==> src/design/jetp_pkg.sv <==
// ----------------------------------------------------------------------------
// jetp_pkg
// shared widths, constants and types of the julia escape-time pixel pair unit
// ----------------------------------------------------------------------------
package jetp_pkg;

    // iteration limits and fixed point format
    localparam int MAX_ITERATIONS = 16;
    localparam int FRAC_BITS      = 12;
    localparam int CNT_W          = 4;
    localparam int ITER_W         = CNT_W + 1;

    // field widths
    localparam int C_W        = 14;
    localparam int STEP_W     = 8;
    localparam int ORG_W      = 19;
    localparam int SIZE_W     = 10;
    localparam int POS_W      = 9;
    localparam int COORD_W    = 21;
    localparam int CFG_IDX_W  = 3;
    localparam int CFG_DATA_W = 19;

    // datapath widths
    localparam int PROD_W = 2 * COORD_W;
    localparam int NEXT_W = PROD_W - FRAC_BITS + 2;

    // escape bounds
    localparam int ESC_LIMIT = 1 << (FRAC_BITS + 1);
    localparam logic [PROD_W:0] ESC_THRESH = (PROD_W + 1)'(4) << (2 * FRAC_BITS);

    // register indexes
    typedef enum logic [CFG_IDX_W-1:0] {
        CFG_C_REAL        = 3'd0,
        CFG_C_IMAG        = 3'd1,
        CFG_PIXEL_STEP    = 3'd2,
        CFG_ORIGIN_REAL   = 3'd3,
        CFG_ORIGIN_IMAG   = 3'd4,
        CFG_PAIRS_PER_ROW = 3'd5,
        CFG_ROW_COUNT     = 3'd6
    } t_cfg_reg;

    typedef logic signed [COORD_W-1:0] t_coord;

    // request into the multiplier stage
    typedef struct packed {
        logic   valid;
        logic   tag;
        t_coord x;
        t_coord y;
    } t_mul_req;

    // registered products of one point
    typedef struct packed {
        logic                     valid;
        logic                     tag;
        logic signed [PROD_W-1:0] xx;
        logic signed [PROD_W-1:0] yy;
        logic signed [PROD_W-1:0] xy;
    } t_prod;

    // outcome of one iteration step
    typedef struct packed {
        logic              done;
        logic [CNT_W-1:0]  cnt;
        logic [ITER_W-1:0] iter;
        t_coord            x;
        t_coord            y;
    } t_step_res;

endpackage

==> src/design/julia_escape_time_pixel_pair_unit.sv <==
// ----------------------------------------------------------------------------
// julia_escape_time_pixel_pair_unit
// julia-set escape-time renderer producing one byte of two 4-bit pixels per item
// ----------------------------------------------------------------------------
//  channel  | direction | handshake                  | payload
//  ---------+-----------+----------------------------+---------------------------
//  cfg      | in        | i_cfg_valid / o_cfg_ready  | i_cfg_index, i_cfg_data
//  s_axis   | in        | s_axis_tvalid / tready     | tdata[0] restart
//  m_axis   | out       | m_axis_tvalid / tready     | tdata pixel_pair, tlast
//           |           |                            | row_end, tuser frame_end
//
//  an item runs until both pixels have stopped, each at the latest at iteration step
//  16; a new item is taken only once the last one is finished
//  the two pixels share one multiplier stage in alternate cycles
//  reset is synchronous and loads the register defaults and the top-left scan
//  input is not ready while computing; a finished byte waits in the output register
//  and stalls the sequencer only while that register is full; config always ready
// ----------------------------------------------------------------------------
module julia_escape_time_pixel_pair_unit (
    input  logic                             i_clk,
    input  logic                             i_rst_n,
    // configuration write channel
    input  logic                             i_cfg_valid,
    output logic                             o_cfg_ready,
    input  logic [jetp_pkg::CFG_IDX_W-1:0]   i_cfg_index,
    input  logic [jetp_pkg::CFG_DATA_W-1:0]  i_cfg_data,
    // input stream
    input  logic                             s_axis_tvalid,
    output logic                             s_axis_tready,
    input  logic [7:0]                       s_axis_tdata,   // [0] restart, [7:1] zero
    // output stream
    output logic                             m_axis_tvalid,
    input  logic                             m_axis_tready,
    output logic [7:0]                       m_axis_tdata,   // [7:0] pixel_pair
    output logic                             m_axis_tlast,   // row_end
    output logic [0:0]                       m_axis_tuser    // [0] frame_end
);
    import jetp_pkg::*;

    typedef enum logic [1:0] {
        ST_IDLE = 2'b01,
        ST_RUN  = 2'b10
    } t_state;

    localparam logic signed [ORG_W-1:0] ORIGIN_REAL_RST = -19'sd10755;
    localparam logic signed [ORG_W-1:0] ORIGIN_IMAG_RST = -19'sd7200;
    localparam logic [SIZE_W-1:0]       MAX_SIZE        = 10'd512;

    // configuration registers
    logic signed [C_W-1:0]   r_c_real;
    logic signed [C_W-1:0]   r_c_imag;
    logic [STEP_W-1:0]       r_step;
    logic signed [ORG_W-1:0] r_org_real;
    logic signed [ORG_W-1:0] r_org_imag;
    logic [SIZE_W-1:0]       r_pairs;
    logic [SIZE_W-1:0]       r_rows;

    // scan position of the next pair
    logic [POS_W-1:0] r_col;
    logic [POS_W-1:0] r_row;
    t_coord           r_pt_real;
    t_coord           r_pt_imag;

    // sequencer and per-pixel working state
    t_state            r_state;
    logic              r_phase;
    t_coord            r_x    [2];
    t_coord            r_y    [2];
    logic [ITER_W-1:0] r_iter [2];
    logic [CNT_W-1:0]  r_cnt  [2];
    logic [1:0]        r_done;
    logic              r_row_end;
    logic              r_frame_end;

    // output register
    logic       r_m_valid;
    logic [7:0] r_m_data;
    logic       r_m_last;
    logic       r_m_user;

    logic       w_s_acc;
    logic       w_m_acc;
    logic       w_restart;
    logic       w_out_load;
    t_mul_req   w_req;
    t_prod      w_prod;
    t_step_res  w_res;

    // effective start of this pair and scan advance
    logic [POS_W-1:0] n_col_eff;
    logic [POS_W-1:0] n_row_eff;
    t_coord           n_pt_real_eff;
    t_coord           n_pt_imag_eff;
    t_coord           w_org_real_ext;
    t_coord           w_org_imag_ext;
    t_coord           w_step_ext;
    logic [POS_W-1:0] w_last_col;
    logic [POS_W-1:0] w_last_row;
    logic             n_row_end;
    logic             n_frame_end;
    logic [POS_W-1:0] n_col;
    logic [POS_W-1:0] n_row;
    t_coord           n_pt_real;
    t_coord           n_pt_imag;

    // last index of a size register, with zero acting as one and large values clamped
    function automatic logic [POS_W-1:0] last_index(input logic [SIZE_W-1:0] size);
        logic [SIZE_W-1:0] m1;
        m1 = size - SIZE_W'(1);
        if (size == '0) begin
            return '0;
        end else if (size > MAX_SIZE) begin
            return POS_W'(MAX_SIZE - SIZE_W'(1));
        end
        return m1[POS_W-1:0];
    endfunction

    assign o_cfg_ready   = 1'b1;
    assign s_axis_tready = (r_state == ST_IDLE);
    assign w_s_acc       = s_axis_tvalid && s_axis_tready;
    assign w_m_acc       = r_m_valid && m_axis_tready;
    assign w_restart     = s_axis_tdata[0];
    // finished byte moves out when the output slot is free or being emptied
    assign w_out_load    = (r_state == ST_RUN) && (r_done == 2'b11)
                        && (!r_m_valid || m_axis_tready);

    assign w_org_real_ext = {{(COORD_W-ORG_W){r_org_real[ORG_W-1]}}, r_org_real};
    assign w_org_imag_ext = {{(COORD_W-ORG_W){r_org_imag[ORG_W-1]}}, r_org_imag};
    assign w_step_ext     = {{(COORD_W-STEP_W){1'b0}}, r_step};
    assign w_last_col     = last_index(r_pairs);
    assign w_last_row     = last_index(r_rows);

    always_comb begin
        n_col_eff     = w_restart ? '0 : r_col;
        n_row_eff     = w_restart ? '0 : r_row;
        n_pt_real_eff = w_restart ? w_org_real_ext : r_pt_real;
        n_pt_imag_eff = w_restart ? w_org_imag_ext : r_pt_imag;
        n_row_end     = n_col_eff >= w_last_col;
        n_frame_end   = n_row_end && (n_row_eff >= w_last_row);
        priority if (n_frame_end) begin
            n_col     = '0;
            n_row     = '0;
            n_pt_real = w_org_real_ext;
            n_pt_imag = w_org_imag_ext;
        end else if (n_row_end) begin
            n_col     = '0;
            n_row     = n_row_eff + POS_W'(1);
            n_pt_real = w_org_real_ext;
            n_pt_imag = n_pt_imag_eff + w_step_ext;
        end else begin
            n_col     = n_col_eff + POS_W'(1);
            n_row     = n_row_eff;
            n_pt_real = n_pt_real_eff + (w_step_ext <<< 1);
            n_pt_imag = n_pt_imag_eff;
        end
    end

    // multiplier serves the pixel of this phase; the other pixel is being updated
    always_comb begin
        w_req.valid = (r_state == ST_RUN) && !r_done[r_phase];
        w_req.tag   = r_phase;
        w_req.x     = r_x[r_phase];
        w_req.y     = r_y[r_phase];
    end

    jetp_mul_stage u_mul (
        .i_clk   (i_clk),
        .i_rst_n (i_rst_n),
        .i_req   (w_req),
        .o_prod  (w_prod)
    );

    jetp_iter_step u_step (
        .i_prod   (w_prod),
        .i_iter   (r_iter[w_prod.tag]),
        .i_c_real (r_c_real),
        .i_c_imag (r_c_imag),
        .o_res    (w_res)
    );

    always_ff @(posedge i_clk) begin
        if (!i_rst_n) begin
            r_c_real   <= '0;
            r_c_imag   <= '0;
            r_step     <= 8'd90;
            r_org_real <= ORIGIN_REAL_RST;
            r_org_imag <= ORIGIN_IMAG_RST;
            r_pairs    <= 10'd120;
            r_rows     <= 10'd80;
            r_col      <= '0;
            r_row      <= '0;
            r_pt_real  <= {{(COORD_W-ORG_W){ORIGIN_REAL_RST[ORG_W-1]}}, ORIGIN_REAL_RST};
            r_pt_imag  <= {{(COORD_W-ORG_W){ORIGIN_IMAG_RST[ORG_W-1]}}, ORIGIN_IMAG_RST};
            r_state    <= ST_IDLE;
            r_phase    <= 1'b0;
            r_done     <= 2'b11;
            r_iter[0]  <= '0;
            r_iter[1]  <= '0;
            r_m_valid  <= 1'b0;
        end else begin
            // register writes, indexes past the list are dropped
            if (i_cfg_valid) begin
                unique case (i_cfg_index)
                    CFG_C_REAL:        r_c_real   <= i_cfg_data[C_W-1:0];
                    CFG_C_IMAG:        r_c_imag   <= i_cfg_data[C_W-1:0];
                    CFG_PIXEL_STEP:    r_step     <= i_cfg_data[STEP_W-1:0];
                    CFG_ORIGIN_REAL:   r_org_real <= i_cfg_data[ORG_W-1:0];
                    CFG_ORIGIN_IMAG:   r_org_imag <= i_cfg_data[ORG_W-1:0];
                    CFG_PAIRS_PER_ROW: r_pairs    <= i_cfg_data[SIZE_W-1:0];
                    CFG_ROW_COUNT:     r_rows     <= i_cfg_data[SIZE_W-1:0];
                    default: ;
                endcase
            end

            // a byte taken while the next one loads keeps the slot full
            if (w_m_acc && !w_out_load) begin
                r_m_valid <= 1'b0;
            end

            unique case (r_state)
                ST_IDLE: begin
                    if (w_s_acc) begin
                        r_col       <= n_col;
                        r_row       <= n_row;
                        r_pt_real   <= n_pt_real;
                        r_pt_imag   <= n_pt_imag;
                        r_row_end   <= n_row_end;
                        r_frame_end <= n_frame_end;
                        // left pixel at the scan point, right one a step further
                        r_x[0]      <= n_pt_real_eff;
                        r_x[1]      <= n_pt_real_eff + w_step_ext;
                        r_y[0]      <= n_pt_imag_eff;
                        r_y[1]      <= n_pt_imag_eff;
                        r_iter[0]   <= '0;
                        r_iter[1]   <= '0;
                        r_done      <= 2'b00;
                        r_phase     <= 1'b0;
                        r_state     <= ST_RUN;
                    end
                end
                ST_RUN: begin
                    r_phase <= !r_phase;
                    if (w_prod.valid) begin
                        r_x[w_prod.tag]    <= w_res.x;
                        r_y[w_prod.tag]    <= w_res.y;
                        r_iter[w_prod.tag] <= w_res.iter;
                        r_cnt[w_prod.tag]  <= w_res.cnt;
                        r_done[w_prod.tag] <= w_res.done;
                    end
                    if (w_out_load) begin
                        r_m_valid <= 1'b1;
                        r_m_data  <= {r_cnt[0], r_cnt[1]};
                        r_m_last  <= r_row_end;
                        r_m_user  <= r_frame_end;
                        r_state   <= ST_IDLE;
                    end
                end
                default: begin
                    r_state <= ST_IDLE;
                end
            endcase
        end
    end

    assign m_axis_tvalid   = r_m_valid;
    assign m_axis_tdata    = r_m_data;
    assign m_axis_tlast    = r_m_last;
    assign m_axis_tuser[0] = r_m_user;

`ifndef SYNTH
    // no products in flight once the sequencer has gone idle
    a_idle_pipe_empty: assert property (@(posedge i_clk) disable iff (!i_rst_n)
        (r_state == ST_IDLE) |=> !w_prod.valid)
        else $error("product in flight while idle");

    // iteration counters never pass the limit
    a_iter_bound: assert property (@(posedge i_clk) disable iff (!i_rst_n)
        (r_iter[0] <= ITER_W'(MAX_ITERATIONS)) && (r_iter[1] <= ITER_W'(MAX_ITERATIONS)))
        else $error("iteration counter out of range");

    // a new byte appears only as the sequencer finishes both pixels
    a_out_from_run: assert property (@(posedge i_clk) disable iff (!i_rst_n)
        $rose(r_m_valid) |-> ($past(r_state) == ST_RUN) && ($past(r_done) == 2'b11))
        else $error("output loaded without a finished pair");

    // the multiplier never serves a pixel that has already stopped
    a_no_done_issue: assert property (@(posedge i_clk) disable iff (!i_rst_n)
        w_req.valid |-> !r_done[w_req.tag])
        else $error("finished pixel sent to multiplier");
`endif

endmodule

==> src/design/jetp_mul_stage.sv <==
// ----------------------------------------------------------------------------
// jetp_mul_stage
// registered squares and cross product of one point, shared by both pixels
// ----------------------------------------------------------------------------
module jetp_mul_stage (
    input  logic            i_clk,
    input  logic            i_rst_n,
    input  jetp_pkg::t_mul_req i_req,
    output jetp_pkg::t_prod    o_prod
);
    import jetp_pkg::*;

    logic signed [PROD_W-1:0] w_xx;
    logic signed [PROD_W-1:0] w_yy;
    logic signed [PROD_W-1:0] w_xy;
    t_prod                    r_prod;

    assign w_xx = i_req.x * i_req.x;
    assign w_yy = i_req.y * i_req.y;
    assign w_xy = i_req.x * i_req.y;

    always_ff @(posedge i_clk) begin
        if (!i_rst_n) begin
            r_prod.valid <= 1'b0;
        end else begin
            r_prod.valid <= i_req.valid;
        end
        r_prod.tag <= i_req.tag;
        r_prod.xx  <= w_xx;
        r_prod.yy  <= w_yy;
        r_prod.xy  <= w_xy;
    end

    assign o_prod = r_prod;

endmodule

==> src/design/jetp_iter_step.sv <==
// ----------------------------------------------------------------------------
// jetp_iter_step
// one escape-time iteration from registered products: next point and stop test
// ----------------------------------------------------------------------------
module jetp_iter_step (
    input  jetp_pkg::t_prod              i_prod,
    input  logic [jetp_pkg::ITER_W-1:0]  i_iter,
    input  logic signed [jetp_pkg::C_W-1:0] i_c_real,
    input  logic signed [jetp_pkg::C_W-1:0] i_c_imag,
    output jetp_pkg::t_step_res          o_res
);
    import jetp_pkg::*;

    localparam logic signed [NEXT_W-1:0] LIM_P = NEXT_W'(ESC_LIMIT);
    localparam logic signed [NEXT_W-1:0] LIM_N = -LIM_P;

    logic signed [PROD_W:0]           w_diff;
    logic signed [PROD_W-FRAC_BITS:0] w_dsh;
    logic signed [PROD_W-FRAC_BITS:0] w_xysh;
    logic signed [NEXT_W-1:0]         w_cr_ext;
    logic signed [NEXT_W-1:0]         w_ci_ext;
    logic signed [NEXT_W-1:0]         w_x_ext;
    logic signed [NEXT_W-1:0]         w_y_ext;
    logic signed [NEXT_W-1:0]         w_x_next;
    logic signed [NEXT_W-1:0]         w_y_next;
    logic [PROD_W:0]                  w_mag2;
    logic                             w_big;
    logic                             w_far;
    logic [ITER_W-1:0]                w_iter_m1;

    assign w_diff   = {i_prod.xx[PROD_W-1], i_prod.xx} - {i_prod.yy[PROD_W-1], i_prod.yy};
    // arithmetic shifts as bit selects
    assign w_dsh    = w_diff[PROD_W:FRAC_BITS];
    assign w_xysh   = i_prod.xy[PROD_W-1:FRAC_BITS-1];
    assign w_cr_ext = {{(NEXT_W-C_W){i_c_real[C_W-1]}}, i_c_real};
    assign w_ci_ext = {{(NEXT_W-C_W){i_c_imag[C_W-1]}}, i_c_imag};
    assign w_x_ext  = {w_dsh[PROD_W-FRAC_BITS], w_dsh};
    assign w_y_ext  = {w_xysh[PROD_W-FRAC_BITS], w_xysh};
    assign w_x_next = w_x_ext + w_cr_ext;
    assign w_y_next = w_y_ext + w_ci_ext;

    // squares are never negative
    assign w_mag2    = {1'b0, i_prod.xx} + {1'b0, i_prod.yy};
    assign w_far     = w_mag2 > ESC_THRESH;
    assign w_big     = (w_x_next > LIM_P) || (w_x_next < LIM_N)
                    || (w_y_next > LIM_P) || (w_y_next < LIM_N);
    assign w_iter_m1 = i_iter - ITER_W'(1);

    always_comb begin
        o_res.x    = w_x_next[COORD_W-1:0];
        o_res.y    = w_y_next[COORD_W-1:0];
        o_res.iter = i_iter + ITER_W'(1);
        o_res.done = 1'b0;
        o_res.cnt  = i_iter[CNT_W-1:0];
        priority if (i_iter == ITER_W'(MAX_ITERATIONS)) begin
            // counter holds at the limit
            o_res.iter = i_iter;
            o_res.done = 1'b1;
            o_res.cnt  = CNT_W'(MAX_ITERATIONS - 1);
        end else if ((i_iter != '0) && w_far) begin
            // previous iteration landed outside the radius
            o_res.done = 1'b1;
            o_res.cnt  = w_iter_m1[CNT_W-1:0];
        end else if (w_big) begin
            o_res.done = 1'b1;
            o_res.cnt  = i_iter[CNT_W-1:0];
        end else begin
            o_res.done = 1'b0;
        end
    end

endmodule
==> config.mk <==
export PLATFORM = sky130hd
export DESIGN_NAME = julia_escape_time_pixel_pair_unit
export DESIGN_NICKNAME = d
export VERILOG_FILES = /design/src/design/jetp_pkg.sv /design/src/design/julia_escape_time_pixel_pair_unit.sv /design/src/design/jetp_mul_stage.sv /design/src/design/jetp_iter_step.sv
export SDC_FILE = /design/constraint.sdc
export NUM_CORES = 2
export LEC_CHECK = 0
export ABC_CLOCK_PERIOD_IN_PS = 7800
export BUFFER_PORTS_ARGS = -buffer_cell sky130_fd_sc_hd__clkbuf_2
export CAP_MARGIN = 20
export CORE_MARGIN = 2
export CORE_UTILIZATION = 55
export DETAILED_ROUTE_END_ITERATION = 10
export HOLD_SLACK_MARGIN = 0.02
export PLACE_DENSITY = 0.73
export SLEW_MARGIN = 40
export SYNTH_ARGS = -nofsm -noshare
export SYNTH_HDL_FRONTEND = slang
export SYNTH_HIERARCHICAL = 1
export SYNTH_SLANG_ARGS = --single-unit
==> constraint.sdc <==
create_clock -name i_clk -period 7.8 [get_ports i_clk]
set_clock_uncertainty 0.15 [all_clocks]
set_input_delay 1.17 -clock i_clk [delete_from_list [all_inputs] [get_ports i_clk]]
set_output_delay 1.17 -clock i_clk [all_outputs]
set_load 0.005 [all_outputs]
Word-level counts from Yosys, hierarchy flattened
Memory sizes are Yosys's and may differ from the RTL's. A register that Yosys moved wholly into a read port is not among the register bits. Cells that the tools add are included.

Register bits after elaboration: 292. Output and inout port bits: 13. ROM bits: 0. Bits in latches: 0. RAM bits: 102. Memories kept: 4.

$mul: 3. Bitwise gates (word level): 2. $add $sub $neg: 13. Shifts and indexed selects: 0. Divide/modulo/power cells: 0. Magnitude comparators: 12. Equality and inequality tests: 13. Reductions and logical operators: 38. Muxes and demuxes: 66.

Memories: r_x (depth 2, bits a word 21, rd ports 1, clocked after memory_dff 1, write ports 2, RTL line julia_escape_time_pixel_pair_unit.sv:67) `t_coord r_x [2];`; r_y (depth 2, bits a word 21, rd ports 1, clocked after memory_dff 1, write ports 2, RTL line julia_escape_time_pixel_pair_unit.sv:68) `t_coord r_y [2];`; r_iter (depth 2, bits a word 5, rd ports 1, clocked after memory_dff 1, write ports 2, RTL line julia_escape_time_pixel_pair_unit.sv:69) `logic [ITER_W-1:0] r_iter [2];`; r_cnt (depth 2, bits a word 4, rd ports 2, clocked after memory_dff 2, write ports 1, RTL line julia_escape_time_pixel_pair_unit.sv:70) `logic [CNT_W-1:0] r_cnt [2];`.

Operator list (number): $mux W21 (8); $mul A21 B21 Y42 (3); $mux W9 (12); $add A31 B14 Y32 (2); $gt A32 B15 Y1 const B (2); $lt A32 B14 Y1 const B (2); $add A42 B42 Y43 (1); $gt A43 B27 Y1 const B (1); $sub A42 B42 Y43 (1); $add A21 B9 Y21 (2); $reduce_or A21 Y1 (2); $mux W1 (31); $mux W5 (6); $add A21 B10 Y21 (1); $gt A10 B10 Y1 const B (2); $logic_not A10 Y1 (2); $reduce_and A2 Y1 (10); $add A9 B1 Y9 const B (2); $ge A9 B9 Y1 (2); $sub A9 B1 Y9 const B (2); $eq A3 B3 Y1 const B (3); $logic_and A1 B1 Y1 (9); $reduce_and A3 Y1 (3); $mux W2 (4); 22 further kinds (34).

Depth between registers and ports, before layout
Depth after elaboration: 12. Gate-level depth with buffers: 31. Gate-level depth less buffers: 29.

Cells and area by module
Netlist, hierarchy kept.

By module, submodules not included: jetp_mul_stage (cells an instance 5210, seq. area each 2522.4 µm², area an instance 48492.8 µm², times used 1); julia_escape_time_pixel_pair_unit (cells an instance 1623, seq. area each 6646.4 µm², area an instance 14447.6 µm², times used 1); jetp_iter_step (cells an instance 1329, seq. area each 0.0 µm², area an instance 8778.4 µm², times used 1).

Worst setup path after synthesis
No wires, ideal clock.

Kind: reg-to-reg. From: register with a tool-made name. To: register u_mul.r_prod, in the netlist u_mul/o_prod[81]. Buffers on the path: 4. Period minus slack after synthesis: 7.842 ns. Required time: 7.588 ns. Library setup time: 0.062 ns. Stages on the path, launching flop included: 29. Slack: -0.042 ns. Data arrival time: 7.630 ns. Cell sequence: dfxtp_1 > clkbuf_1 > clkbuf_1 > mux2_2 > clkbuf_1 > inv_1 > buf_1 > nor2_1 > fa_1 > fa_1 > inv_1 > fa_1 > inv_1 > fa_1 > fa_1 > fa_1 > inv_1 > fa_1 > inv_1 > ha_1 > and4_1 > and2_1 > a32oi_1 > a21boi_2 > nor3_1 > o22a_4 > a211o_1 > a2111o_1 > nand3_1.

RTL lines: to (decl) (RTL line jetp_mul_stage.sv:16) `t_prod r_prod;`.

==> results.md <==
* Avg Cell Area, Syn at 8.77 um^2
* Worst Tran Pin Value at 0.855 ns
* Hpwl dp at 161 mm
* Detailed-route DRC error count at 0
* Crit path capture type: flip-flop
* Total wire length at 194 mm
* Max-slew violation count at 0
* Average wire per standard cell at 19.2 um
* Reg clk slew, reported paths at 0.06 ns
* CP arrival at 8.09 ns
* H-Tree Depth at 2
* IO Count at 48
* Worst Setup Start Kind: flip-flop
* Worst skew pair latency at 0.66 ns
* Worst hold path type: reg2reg
* Most used cell, CP: fa_1
* Clk buf depth at 3
* Routed vias/inst at 5.57
* Gr ovfl total at 0
* FMAX at 0.130 GHz
* CP Max Fanout at 11
* Initial Util at 55.3%
* Final hold violation count at 0
* Die ar. at 0.133 mm^2
* Area of the multi-input gates at 0.0550 mm^2
* GR Util All Layers at 30.0%
* RSZ-0062 raised after global routing: yes
* CP delay by family, top: adder cells
* CTS sink count at 390
* Hold Path Depth at 0
* Max-slew headroom at 42.8%
* Vias in the first global route at 58400
* Die Y at 364 um
* CP Data Required Time at 8.18 ns
* Status: completed
* Slowest cell on the critical path: fa_1
* Initial antenna violation count at 9
* Buffers on Ports at 39
* Max Cap Viol at 0
* Cells after Synth at 8139
* DR iter-0 viols at 4486
* Crit Path Category: reg2reg
* Root Driver: clkbuf_16
* Layout overhead on the synthesized area at 9.47%
* Ys Warns at 6
* Core Rows at 132
* Largest net degree at the start of global routing at 76
* Final ANT Viol Nets at 0
* CP max stage delay at 0.54 ns
* Min Hold Slack at 0.248 ns
* # setup viols final at 0
* CP Buf/Inv Count at 9
* Vias after detailed routing at 56200
* Cell area after synthesis at 0.0714 mm^2
* Final period util at 98.8%
* Layout cells sized above 1 at 9.01%
* Cts bufs inserted at 46
* Final min period at 7.71 ns
* Storage element area at 0.00895 mm^2
* Worst r2r path cells at 28
* Global-route wire length before repair at 313 mm
* Worst Setup EP: u_mul/o_prod[41]$_DFF_P_
* Fill cells at 11100
* Core area at 0.129 mm^2
* WP depth at 28
* DR pass1 iterations at 5
* CTS tree: done
* Die boundary width at 364 um
* Final #Nets at 10200
* Final GP Congestion at 0.959
* Reg-to-reg slack, setup at 0.09 ns
* RR Endpoint: u_mul/o_prod[41]$_DFF_P_
stage by stage:
stage	setup WS, ns	instances	TNS [ns]	utilization [%]	area (um^2)
after global routing	-0.114	10100	-0.794	60.5	78200
after floorplan	0.0149	8140	0	-	71400
after global placement	0.0118	9994	0	58.9	76000
final	0.0904	10100	0	60.5	78200
after detailed placement	-0.102	9994	-0.242	58.9	76100
after CTS	0.00109	10100	0	60.1	77600
worst register-to-register path, delay by kind of cell (launching register included):
family / cells / cell delay [ns]
compound gates: 6 / 1.12
xor+xnor: 1 / 0.14
fa+ha+maj: 8 / 3.72
buf+inv: 9 / 0.89
flops: 1 / 0.44
mux: 1 / 0.41
simple gates: 3 / 0.72
state kept, by name, indices dropped and copies added, names as in the netlist, 8 cells and up, named ones only:
| register | flops |
|---|---|
| u_mul/o_prod | 115 |
| r_x | 42 |
| r_y | 42 |
| r_pt_imag | 21 |
| r_pt_real | 21 |
| r_org_imag | 19 |
| r_org_real | 19 |
| r_c_imag | 14 |
| r_c_real | 14 |
| r_iter | 10 |
| r_pairs | 10 |
| r_rows | 10 |
| r_col | 9 |
| r_row | 9 |
| m_axis_tdata | 8 |
| r_cnt | 8 |
| r_step | 8 |
worst min-delay path by stage:
stage                                    start  slack (ns)                        end
after floorplan           r_phase$_SDFFE_PN0P_        0.23  u_mul/o_prod[126]$_DFF_P_
after global placement    r_phase$_SDFFE_PN0P_        0.23  u_mul/o_prod[126]$_DFF_P_
after detailed placement  r_phase$_SDFFE_PN0P_        0.24  u_mul/o_prod[126]$_DFF_P_
after CTS                 r_phase$_SDFFE_PN0P_        0.25  u_mul/o_prod[126]$_DFF_P_
after global routing      r_phase$_SDFFE_PN0P_        0.27  u_mul/o_prod[126]$_DFF_P_
final                     r_phase$_SDFFE_PN0P_        0.25  u_mul/o_prod[126]$_DFF_P_
cells in the final DEF, fill, tap and decap left out, types with 33 or more instances in the layout:
master     instances
a211oi_1          51
a21o_1            82
a21oi_1          438
and2_1           287
buf_12            37
buf_4            373
clkbuf_16         47
clkbuf_2          38
dfxtp_1          274
edfxtp_1         114
fa_1            1289
ha_1             559
inv_1           1749
mux2_2            37
mux2i_1           48
nand2_1          885
nand2b_1          49
nand3_1          127
nand4_1           39
nor2_1           472
nor2b_1           69
nor3_1            95
nor4_1            33
o21a_1            47
o21ai_0          159
xnor2_1          194
xor2_1            95
layout make-up:
cell class / count / area share [%]
timing repair buffer: 461 / 4.98
sequential: 390 / 11.5
clock inverter: 23 / 0.328
inverter: 1767 / 8.50
antenna: 1 / 0.00320
clock buffer: 63 / 1.63
multi-input combinational: 5644 / 70.3
tap: 1742 / 2.79
what timing repair did:
| action | CTS | global route |
|---|---|---|
| pin swaps | 1 | 10 |
| hold buffers | 0 | 0 |
| cloned | 0 | 1 |
| setup endpoints to repair | 18 | 40 |
| gates resized for setup | 17 | 102 |
| buffers inserted | 1 | 9 |
routing by layer:
metal  part of all wire [%]  vias up  routed length [um]  global-route usage (%)
li1                       -    25800                   -                       -
met1                     41    27900               79500                    40.4
met2                     46     2068               89300                    48.8
met3                    8.2      389               15900                    4.74
met4                    4.7        4                9140                    12.0
met5                  0.012        -                  24                       0
Power is not shown: default switching activity piles up to over one toggle a cycle in this logic, so the estimate is an artifact.
